**config.mk**
```make
export PLATFORM = sky130hd
export DESIGN_NAME = integer_to_ascii_digits_top
export DESIGN_NICKNAME = d
export VERILOG_FILES = /design/src/rtl/iad_pkg.sv /design/src/rtl/iad_ctrl.sv /design/src/rtl/iad_dpath.sv /design/src/rtl/integer_to_ascii_digits_top.sv
export SDC_FILE = /design/constraint.sdc
export NUM_CORES = 1
export LEC_CHECK = 0
export BUFFER_PORTS_ARGS = -buffer_cell sky130_fd_sc_hd__buf_2
export CAP_MARGIN = 10
export CORE_ASPECT_RATIO = 0.9
export CORE_UTILIZATION = 50
export DETAILED_ROUTE_END_ITERATION = 8
export GPL_TIMING_DRIVEN = 1
export PLACE_DENSITY = 0.69
export SLEW_MARGIN = 20
export SYNTH_ARGS = -nofsm -noshare
export SYNTH_HDL_FRONTEND = slang
export SYNTH_SLANG_ARGS = --single-unit
```
**constraint.sdc**
```tcl
create_clock -name i_clk -period 5.8 [get_ports i_clk]
set_input_delay 1.45 -clock i_clk [delete_from_list [all_inputs] [get_ports i_clk]]
set_output_delay 1.45 -clock i_clk [all_outputs]
set_load 0.1 [all_outputs]
```
**src/rtl/iad_pkg.sv**
```systemverilog
`default_nettype none
// ----------------------------------------------------------------------------
// iad_pkg
// Shared constants, controller/datapath signal groups and elaboration helpers
// for the integer to ASCII digits converter.
// ----------------------------------------------------------------------------
package iad_pkg;

    localparam logic [1:0] OP_UDEC = 2'd0;
    localparam logic [1:0] OP_SDEC = 2'd1;
    localparam logic [1:0] OP_HEX  = 2'd2;

    localparam logic [6:0] CHAR_ZERO  = 7'h30;
    localparam logic [6:0] CHAR_MINUS = 7'h2D;
    localparam logic [6:0] CHAR_LC_A  = 7'h61;

    localparam int MAX_DEC_DIGITS = 20;

    typedef struct packed {
        logic load;
        logic sign_emit;
        logic dec_step;
        logic hex_step;
    } t_cmd;

    typedef struct packed {
        logic out_free;
        logic bit_zero;
        logic pos_zero;
        logic in_neg;
    } t_stat;

    // power of ten, evaluated at elaboration only
    function automatic logic [63:0] iad_pow10(input int k);
        logic [63:0] p;
        p = 64'd1;
        for (int i = 0; i < k; i++) begin
            p = p * 64'd10;
        end
        return p;
    endfunction

    // decimal digits needed for the largest unsigned value of the width
    function automatic int iad_dec_digits(input int width);
        logic [63:0] maxv;
        logic [63:0] p;
        int          n;
        maxv = (width >= 64) ? '1 : ((64'd1 << width) - 64'd1);
        p    = 64'd10;
        n    = 1;
        while (n < MAX_DEC_DIGITS && p <= maxv) begin
            p = p * 64'd10;
            n = n + 1;
        end
        return n;
    endfunction

    function automatic logic [6:0] iad_hex_char(input logic [3:0] nib);
        logic [6:0] c;
        if (nib < 4'd10) begin
            c = CHAR_ZERO + {3'b000, nib};
        end else begin
            c = CHAR_LC_A + {3'b000, nib - 4'd10};
        end
        return c;
    endfunction

endpackage
`default_nettype wire

```
**src/rtl/iad_ctrl.sv**
```systemverilog
`default_nettype none
// ----------------------------------------------------------------------------
// iad_ctrl
// Sequencer for one conversion: sign, decimal trial subtraction steps or
// hex nibble steps, pacing each character against the output register.
// ----------------------------------------------------------------------------
module iad_ctrl (
    input  wire logic          i_clk,
    input  wire logic          i_rst_n,
    input  wire logic          i_valid,
    output logic               o_ready,
    input  wire logic [1:0]    i_operation,
    input  wire iad_pkg::t_stat i_stat,
    output iad_pkg::t_cmd      o_cmd
);
    import iad_pkg::*;

    typedef enum logic [1:0] {
        S_IDLE,
        S_SIGN,
        S_DEC,
        S_HEX
    } t_state;

    t_state r_state;
    t_state n_state;
    logic   accept;

    assign o_ready = (r_state == S_IDLE);
    assign accept  = i_valid && o_ready;

    always_comb begin
        o_cmd   = '0;
        n_state = r_state;
        unique case (r_state)
            S_IDLE: begin
                o_cmd.load = accept;
                if (accept) begin
                    priority if (i_operation == OP_UDEC) begin
                        n_state = S_DEC;
                    end else if (i_operation == OP_SDEC) begin
                        n_state = i_stat.in_neg ? S_SIGN : S_DEC;
                    end else if (i_operation == OP_HEX) begin
                        n_state = S_HEX;
                    end else begin
                        n_state = S_IDLE;
                    end
                end
            end
            S_SIGN: begin
                o_cmd.sign_emit = i_stat.out_free;
                if (i_stat.out_free) begin
                    n_state = S_DEC;
                end
            end
            S_DEC: begin
                o_cmd.dec_step = !i_stat.bit_zero || i_stat.out_free;
                if (i_stat.bit_zero && i_stat.out_free && i_stat.pos_zero) begin
                    n_state = S_IDLE;
                end
            end
            S_HEX: begin
                o_cmd.hex_step = i_stat.out_free;
                if (i_stat.out_free && i_stat.pos_zero) begin
                    n_state = S_IDLE;
                end
            end
            default: begin
                n_state = S_IDLE;
            end
        endcase
    end

    always_ff @(posedge i_clk) begin
        if (!i_rst_n) begin
            r_state <= S_IDLE;
        end else begin
            r_state <= n_state;
        end
    end

endmodule
`default_nettype wire

```
**src/rtl/iad_dpath.sv**
```systemverilog
`default_nettype none
// ----------------------------------------------------------------------------
// iad_dpath
// Remainder register with one trial subtraction per cycle against a shifted
// power of ten (pausing at a digit's last step while the output register is
// full), hex nibble shifter, digit position counter and output word register.
// ----------------------------------------------------------------------------
module iad_dpath #(
    parameter int VALUE_WIDTH = 32
) (
    input  wire logic          i_clk,
    input  wire logic          i_rst_n,
    input  wire logic [1:0]    i_operation,
    input  wire logic [31:0]   i_value,
    input  wire iad_pkg::t_cmd i_cmd,
    output iad_pkg::t_stat     o_stat,
    output logic               o_valid,
    input  wire logic          i_ready,
    output logic [6:0]         o_character,
    output logic               o_last_char
);
    import iad_pkg::*;

    localparam int VW = VALUE_WIDTH;
    localparam int D  = iad_dec_digits(VW);
    localparam int H  = (VW + 3) / 4;
    localparam int HW = 4 * H;
    localparam int CW = VW + 4;
    localparam int PW = $clog2(D);

    logic [VW-1:0] pow_tab [D];

    for (genvar g = 0; g < D; g++) begin : g_pow
        assign pow_tab[g] = VW'(iad_pow10(g));
    end

    logic [HW-1:0] r_rem;
    logic [PW-1:0] r_pos;
    logic [1:0]    r_bit;
    logic [3:0]    r_digit;
    logic          r_started;
    logic          r_out_valid;
    logic [6:0]    r_out_char;
    logic          r_out_last;

    logic [VW-1:0] v_in;
    logic          neg_sel;
    logic [VW-1:0] mag;
    logic [CW-1:0] pow_sh;
    logic [CW-1:0] diff;
    logic          ge;
    logic [HW-1:0] rem_sub;
    logic [3:0]    digit_next;
    logic          dec_emit;
    logic [3:0]    nib;
    logic          hex_emit;
    logic          out_free;
    logic          out_load;
    logic [6:0]    out_char;
    logic          out_last;

    assign v_in    = VW'(i_value);
    assign neg_sel = (i_operation == OP_SDEC) && v_in[VW-1];
    assign mag     = neg_sel ? (~v_in + VW'(1)) : v_in;

    // one trial subtraction of power << bit
    assign pow_sh     = CW'(pow_tab[r_pos]) << r_bit;
    assign diff       = CW'(r_rem) - pow_sh;
    assign ge         = !diff[CW-1];
    assign rem_sub    = ge ? HW'(diff) : r_rem;
    assign digit_next = r_digit | (ge ? (4'd1 << r_bit) : 4'd0);
    assign dec_emit   = r_started || (digit_next != 4'd0) || o_stat.pos_zero;

    assign nib      = r_rem[HW-1 -: 4];
    assign hex_emit = r_started || (nib != 4'd0) || o_stat.pos_zero;

    assign out_free = !r_out_valid || i_ready;

    assign o_stat.out_free = out_free;
    assign o_stat.bit_zero = (r_bit == 2'd0);
    assign o_stat.pos_zero = (r_pos == '0);
    assign o_stat.in_neg   = v_in[VW-1];

    always_comb begin
        out_load = 1'b0;
        out_char = CHAR_MINUS;
        out_last = 1'b0;
        if (i_cmd.sign_emit) begin
            out_load = 1'b1;
        end else if (i_cmd.dec_step && o_stat.bit_zero) begin
            out_load = dec_emit;
            out_char = CHAR_ZERO + {3'b000, digit_next};
            out_last = o_stat.pos_zero;
        end else if (i_cmd.hex_step) begin
            out_load = hex_emit;
            out_char = iad_hex_char(nib);
            out_last = o_stat.pos_zero;
        end
    end

    always_ff @(posedge i_clk) begin
        if (i_cmd.load) begin
            r_rem     <= HW'(mag);
            r_pos     <= (i_operation == OP_HEX) ? PW'(H - 1) : PW'(D - 1);
            r_bit     <= 2'd3;
            r_digit   <= 4'd0;
            r_started <= 1'b0;
        end else if (i_cmd.dec_step) begin
            r_rem <= rem_sub;
            if (o_stat.bit_zero) begin
                r_pos     <= r_pos - PW'(1);
                r_bit     <= 2'd3;
                r_digit   <= 4'd0;
                r_started <= dec_emit;
            end else begin
                r_bit   <= r_bit - 2'd1;
                r_digit <= digit_next;
            end
        end else if (i_cmd.hex_step) begin
            r_rem     <= r_rem << 4;
            r_pos     <= r_pos - PW'(1);
            r_started <= hex_emit;
        end
    end

    always_ff @(posedge i_clk) begin
        if (!i_rst_n) begin
            r_out_valid <= 1'b0;
        end else if (out_load) begin
            r_out_valid <= 1'b1;
        end else if (i_ready) begin
            r_out_valid <= 1'b0;
        end
    end

    always_ff @(posedge i_clk) begin
        if (out_load) begin
            r_out_char <= out_char;
            r_out_last <= out_last;
        end
    end

    assign o_valid     = r_out_valid;
    assign o_character = r_out_char;
    assign o_last_char = r_out_last;

endmodule
`default_nettype wire

```
**src/rtl/integer_to_ascii_digits_top.sv**
```systemverilog
`default_nettype none
// ----------------------------------------------------------------------------
// integer_to_ascii_digits_top
// Converts one number per input word into ASCII characters, most significant
// first, one character per output word with o_last_char on the final one.
//
// Input channel: i_valid/o_ready carry i_operation (0 unsigned decimal,
// 1 signed decimal, 2 lower-case hex) and i_value. Operation code 3 is taken
// and produces no output. Output channel: o_valid/i_ready carry o_character
// and o_last_char through a single output register.
// Decimal: one trial subtraction of a shifted power of ten per cycle, one per
// digit bit from the highest, pausing at a position's last bit while the
// output register is full; VALUE_WIDTH-dependent positions (10 at 32 bits).
// Hex: one nibble per cycle while the output register is free to take it.
// The first character is registered once the steps reach the first position
// shown, or first of all a minus sign when there is one.
// A new word is taken once the previous one has all characters written into
// the output register; the last character may still wait there.
// A stalled receiver holds the output register; conversion halts at the next
// digit position, shown or not, until it drains.
// Reset empties the output register and returns the sequencer to idle.
// ----------------------------------------------------------------------------
module integer_to_ascii_digits_top #(
    parameter int VALUE_WIDTH = 32
) (
    input  wire logic        i_clk,
    input  wire logic        i_rst_n,
    input  wire logic        i_valid,
    output logic             o_ready,
    input  wire logic [1:0]  i_operation,
    input  wire logic [31:0] i_value,
    output logic             o_valid,
    input  wire logic        i_ready,
    output logic [6:0]       o_character,
    output logic             o_last_char
);
    import iad_pkg::*;

    t_cmd  cmd;
    t_stat stat;

    iad_ctrl u_ctrl (
        .i_clk       (i_clk),
        .i_rst_n     (i_rst_n),
        .i_valid     (i_valid),
        .o_ready     (o_ready),
        .i_operation (i_operation),
        .i_stat      (stat),
        .o_cmd       (cmd)
    );

    iad_dpath #(
        .VALUE_WIDTH (VALUE_WIDTH)
    ) u_dpath (
        .i_clk       (i_clk),
        .i_rst_n     (i_rst_n),
        .i_operation (i_operation),
        .i_value     (i_value),
        .i_cmd       (cmd),
        .o_stat      (stat),
        .o_valid     (o_valid),
        .i_ready     (i_ready),
        .o_character (o_character),
        .o_last_char (o_last_char)
    );

    a_cmd_onehot : assert property (@(posedge i_clk) disable iff (!i_rst_n)
        $onehot0({cmd.load, cmd.sign_emit, cmd.dec_step, cmd.hex_step}))
        else $error("more than one datapath command");

    a_load_ready : assert property (@(posedge i_clk) disable iff (!i_rst_n)
        cmd.load |-> o_ready)
        else $error("load while busy");

    a_sign_word : assert property (@(posedge i_clk) disable iff (!i_rst_n)
        cmd.sign_emit |=> (o_valid && (o_character == CHAR_MINUS) && !o_last_char))
        else $error("minus word not presented");

    a_hex_word : assert property (@(posedge i_clk) disable iff (!i_rst_n)
        (cmd.hex_step && stat.pos_zero) |=> (o_valid && o_last_char))
        else $error("last hex word missing");

endmodule
`default_nettype wire

```
==> results by group <==
Synth
  – Adder-cell share of the synthesized area: between 10% and 20%
  – Net Count, Synth: slightly above 800
  – Post-Synth Simple-Gate Area: about 19%
  – Synth Register Bits: 53
  – Top-area cell type share of the netlist area: 22.3%
  – Synth top area cells: edfxtp_1 22%, ha_1 10%, a21oi_1 7.8%
  – Synth Warn #: 0
  – Cell count after synthesis: 729
  – EDFF count, synth: 43
  – Syn Area/Cell: approximately 7.9 um2
  – Main flop type after synthesis: edfxtp_1
  – Cell with the most instances after synthesis: a21oi_1
  – Netlist Area Pre-Place: slightly below 0.006 mm2
  – Main combinational cell family by area after synthesis: compound AO/OA/AOI/OAI gates
  – Post-synth top area cell: edfxtp_1
  – Ys async rst share: 0%
  – Count of cell types in the netlist: approximately 70
  – Portion of netlist area occupied by mux cells: under 10%
  – Sequential area share after synthesis: about 26%
  – Synth Area in XOR/XNOR: just under 9%
  – Post-synthesis compound-gate area fraction: roughly 29%
  – Top cells by count, synth: 90 x a21oi_1, 67 x nand2_1, 66 x nor2_1

Floorplanning
  – Initial Utilization: a little over half
  – IO Pins: 48
  – FP Rows: 36
  – Area of the core: 0.0110 mm2
  – Die area: 0.0120 mm2
  – Die W: between 100 and 150 um
  – Die Height: about 100 um

CTS
  – Setup repair bufs after CTS: 0
  – Clk_lat worst skew: around 0.31 ns
  – Max clock buf depth: 2
  – H-Tree Level Count: 2
  – Cts hold-fix bufs: 0
  – CTS buffer count: 5
  – Clk sinks: 53
  – CTS tree: yes
  – Worst-path clk slew: 0.08 ns
  – Clock root buffer: clkbuf_16
  – Cts repair resizes: 0

Worst hold path
  – Hold/Removal Path Class: register to register
  – Hold path endpoint: u_dpath.r_digit[2]
  – Hold_sp: u_dpath.r_digit[2]
  – Hold depth: 2

Route
  – WL/cell: 18.3 um
  – Pre-antenna DRT Iters: 5
  – DRT Wirelength: about 17000 um
  – # DRC: 0
  – Vias per cell: 6.16
  – Routed via count: 5568
  – DRT iter0 DRCs: between 600 and 700
  – Detail Route Antenna Nets: 0

STA
  – Tmin final: between 5 and 6 ns
  – Final worst setup slack: approximately 0.74 ns
  – Pins Over Slew Limit: 0
  – Setup TNS Final: 0 ns
  – Final Hold Viols: 0
  – Worst-margin pin slew: 1.11 ns
  – Max Clock Freq: 198 MHz
  – Max_slew headroom: roughly a quarter
  – Count of final setup violators: 0
  – Clock skew: 0.0111 ns
  – Final worst-path cycle share: 87.3%
  – RSZ-0062 raised after global routing: no

Outcome
  – Status: completed

Critical path
  – Reg2Reg Capture Point: u_dpath.r_rem[13]
  – R2r setup slk: 0.74 ns
  – Arr. time, crit path: between 5 and 6 ns
  – Reg2Reg Depth: 16
  – Worst Setup End Kind: register
  – Worst R2R Start: u_dpath.r_pos[0]
  – Critical Path RT: 5.76 ns
  – Setup CP Type: register to register
  – Crit path max fanout: 29
  – Crit start category: register

Place
  – Dpl hpwl: 12900 um
  – Gpl congestion: about 0.9
  – Placed Area: slightly above 0.006 mm2
  – I/O Buffers: 46
  – Pre-CTS setup slack: approximately 0.85 ns

GRT
  – GRT Total Usage: between 20 and 30%
  – Gr ovfl total: 0
  – First-pass GRT wire length: between 20000 and 30000 um
  – Pin count of the biggest net entering global routing: 35
  – Vias in the first global route: slightly above 5000
  – Initial antenna violation count: 0

Cells and area
  – Layout cells sized above 1: a little under an eighth
  – Synthesis-to-finish area growth: 8.41%
  – Core Util, Final: a little under three fifths
  – Net total in the final layout: roughly 840
  – Filler cells: slightly above 1000
  – Fin area: ~0.0063 mm2
  – Final antenna diode count: 0

Run
  – Max Cap Viol: 0

Pwr
  – Leak Pwr: between 2 and 2.5 nW
  – Maximum VDD drop: between 0.2 and 0.25 mV
  – Power Density: 418 mW/mm2
[worst max path at each step]
stage / to / from / depth (start not counted) / slack, ns
after floorplan: u_dpath.r_rem[0] / u_dpath.r_pos[0] / 14 / 1.21
after global placement: u_dpath.r_rem[0] / u_dpath.r_pos[0] / 16 / 0.95
after detailed placement: u_dpath.r_rem[1] / u_dpath.r_pos[0] / 16 / 0.85
after CTS: u_dpath.r_rem[13] / u_dpath.r_pos[0] / 16 / 0.80
after global routing: u_dpath.r_rem[13] / u_dpath.r_pos[0] / 16 / 0.40
final: u_dpath.r_rem[13] / u_dpath.r_pos[0] / 16 / 0.74
[area by class of cell]
type	count	area (um2)	share of cell area, %
timing repair buffer	56	305	4.87
clock buffer	5	125	1.99
sequential	53	1490	23.8
clock inverter	3	28.8	0.459
multi-input combinational	611	4040	64.4
inverter	24	90.1	1.44
tap	152	190	3.03
[per-stage QoR]
step	hold slack (ns)	total power, mW	std cells
2_1_floorplan	0.467	1.88	729
3_3_place_gp	0.499	2.24	896
3_5_place_dp	0.505	2.26	896
4_1_cts	0.529	2.59	904
5_1_grt	0.564	2.82	904
6_report	0.532	2.62	904
[sequential cells by signal, indices dropped and copies added, names as in the netlist]
signal,flops
u_dpath.o_character,6
u_dpath.r_started,1
u_dpath.r_digit,4
u_dpath.o_valid,1
u_dpath.r_pos,4
u_dpath.r_bit,2
u_dpath.o_last_char,1
u_dpath.r_rem,32
u_ctrl.r_state,2
[worst max-delay path, cell delays in order (launching register included)]
cell       delay (ns)
edfxtp_1         0.64
clkinv_1         0.41
ha_1             0.40
mux4_2           0.51
and3_1           0.20
a21oi_1          0.15
ha_1             0.25
nand2_1          0.12
nor2_4           0.12
nand2_1          0.10
a2111oi_2        0.39
nor3_4           0.11
o31a_4           0.38
o2bb2ai_4        0.27
nand2_1          0.08
nand3_1          0.17
buf_4            0.40
[metal layers]
metal	routed length, um	track usage (%)	vias to the layer above	part of all wire [%]
met5	0	0	-	0
met4	159	6.49	0	0.96
met3	1490	4.49	14	9.0
met2	6530	39.0	256	39
met1	8400	46.6	2551	51
li1	-	-	2747	-
[logic make-up (layout without fill, tap and decap cells)]
logic type,after synthesis,count (layout)
buf+inv,65,88
xor+xnor,58,58
compound gates,259,259
simple gates,233,233
flops,53,53
mux,12,12
other cells,1,1
fa+ha+maj,48,48
[layout by cell type, fill, tap and decap left out, types with 3 or more instances in the layout]
cell type	instances
nor3_1	20
and3_1	8
xnor2_1	34
o31ai_1	3
inv_1	23
xor2_1	24
buf_2	46
nand2_1	67
o21bai_1	3
a31oi_1	20
nand3_1	29
clkbuf_16	5
a21oi_1	90
dfxtp_1	10
ha_1	47
buf_4	10
o21ai_1	4
o211ai_1	5
o41ai_2	3
or3_1	3
mux2i_1	8
o21a_1	5
a211oi_1	19
nor2_1	66
nor4_1	7
o21ai_0	54
nand2b_1	8
or2_2	3
edfxtp_1	43
o22ai_1	6
a21o_1	16
mux2_2	3
nor2b_1	7
a22oi_1	4
[power by group]
part | switching, mW | internal [mW]
clock | 0.153 | 0.166
combinational | 1.02 | 0.660
sequential | 0.103 | 0.523
(Power assumes the default switching activity.)
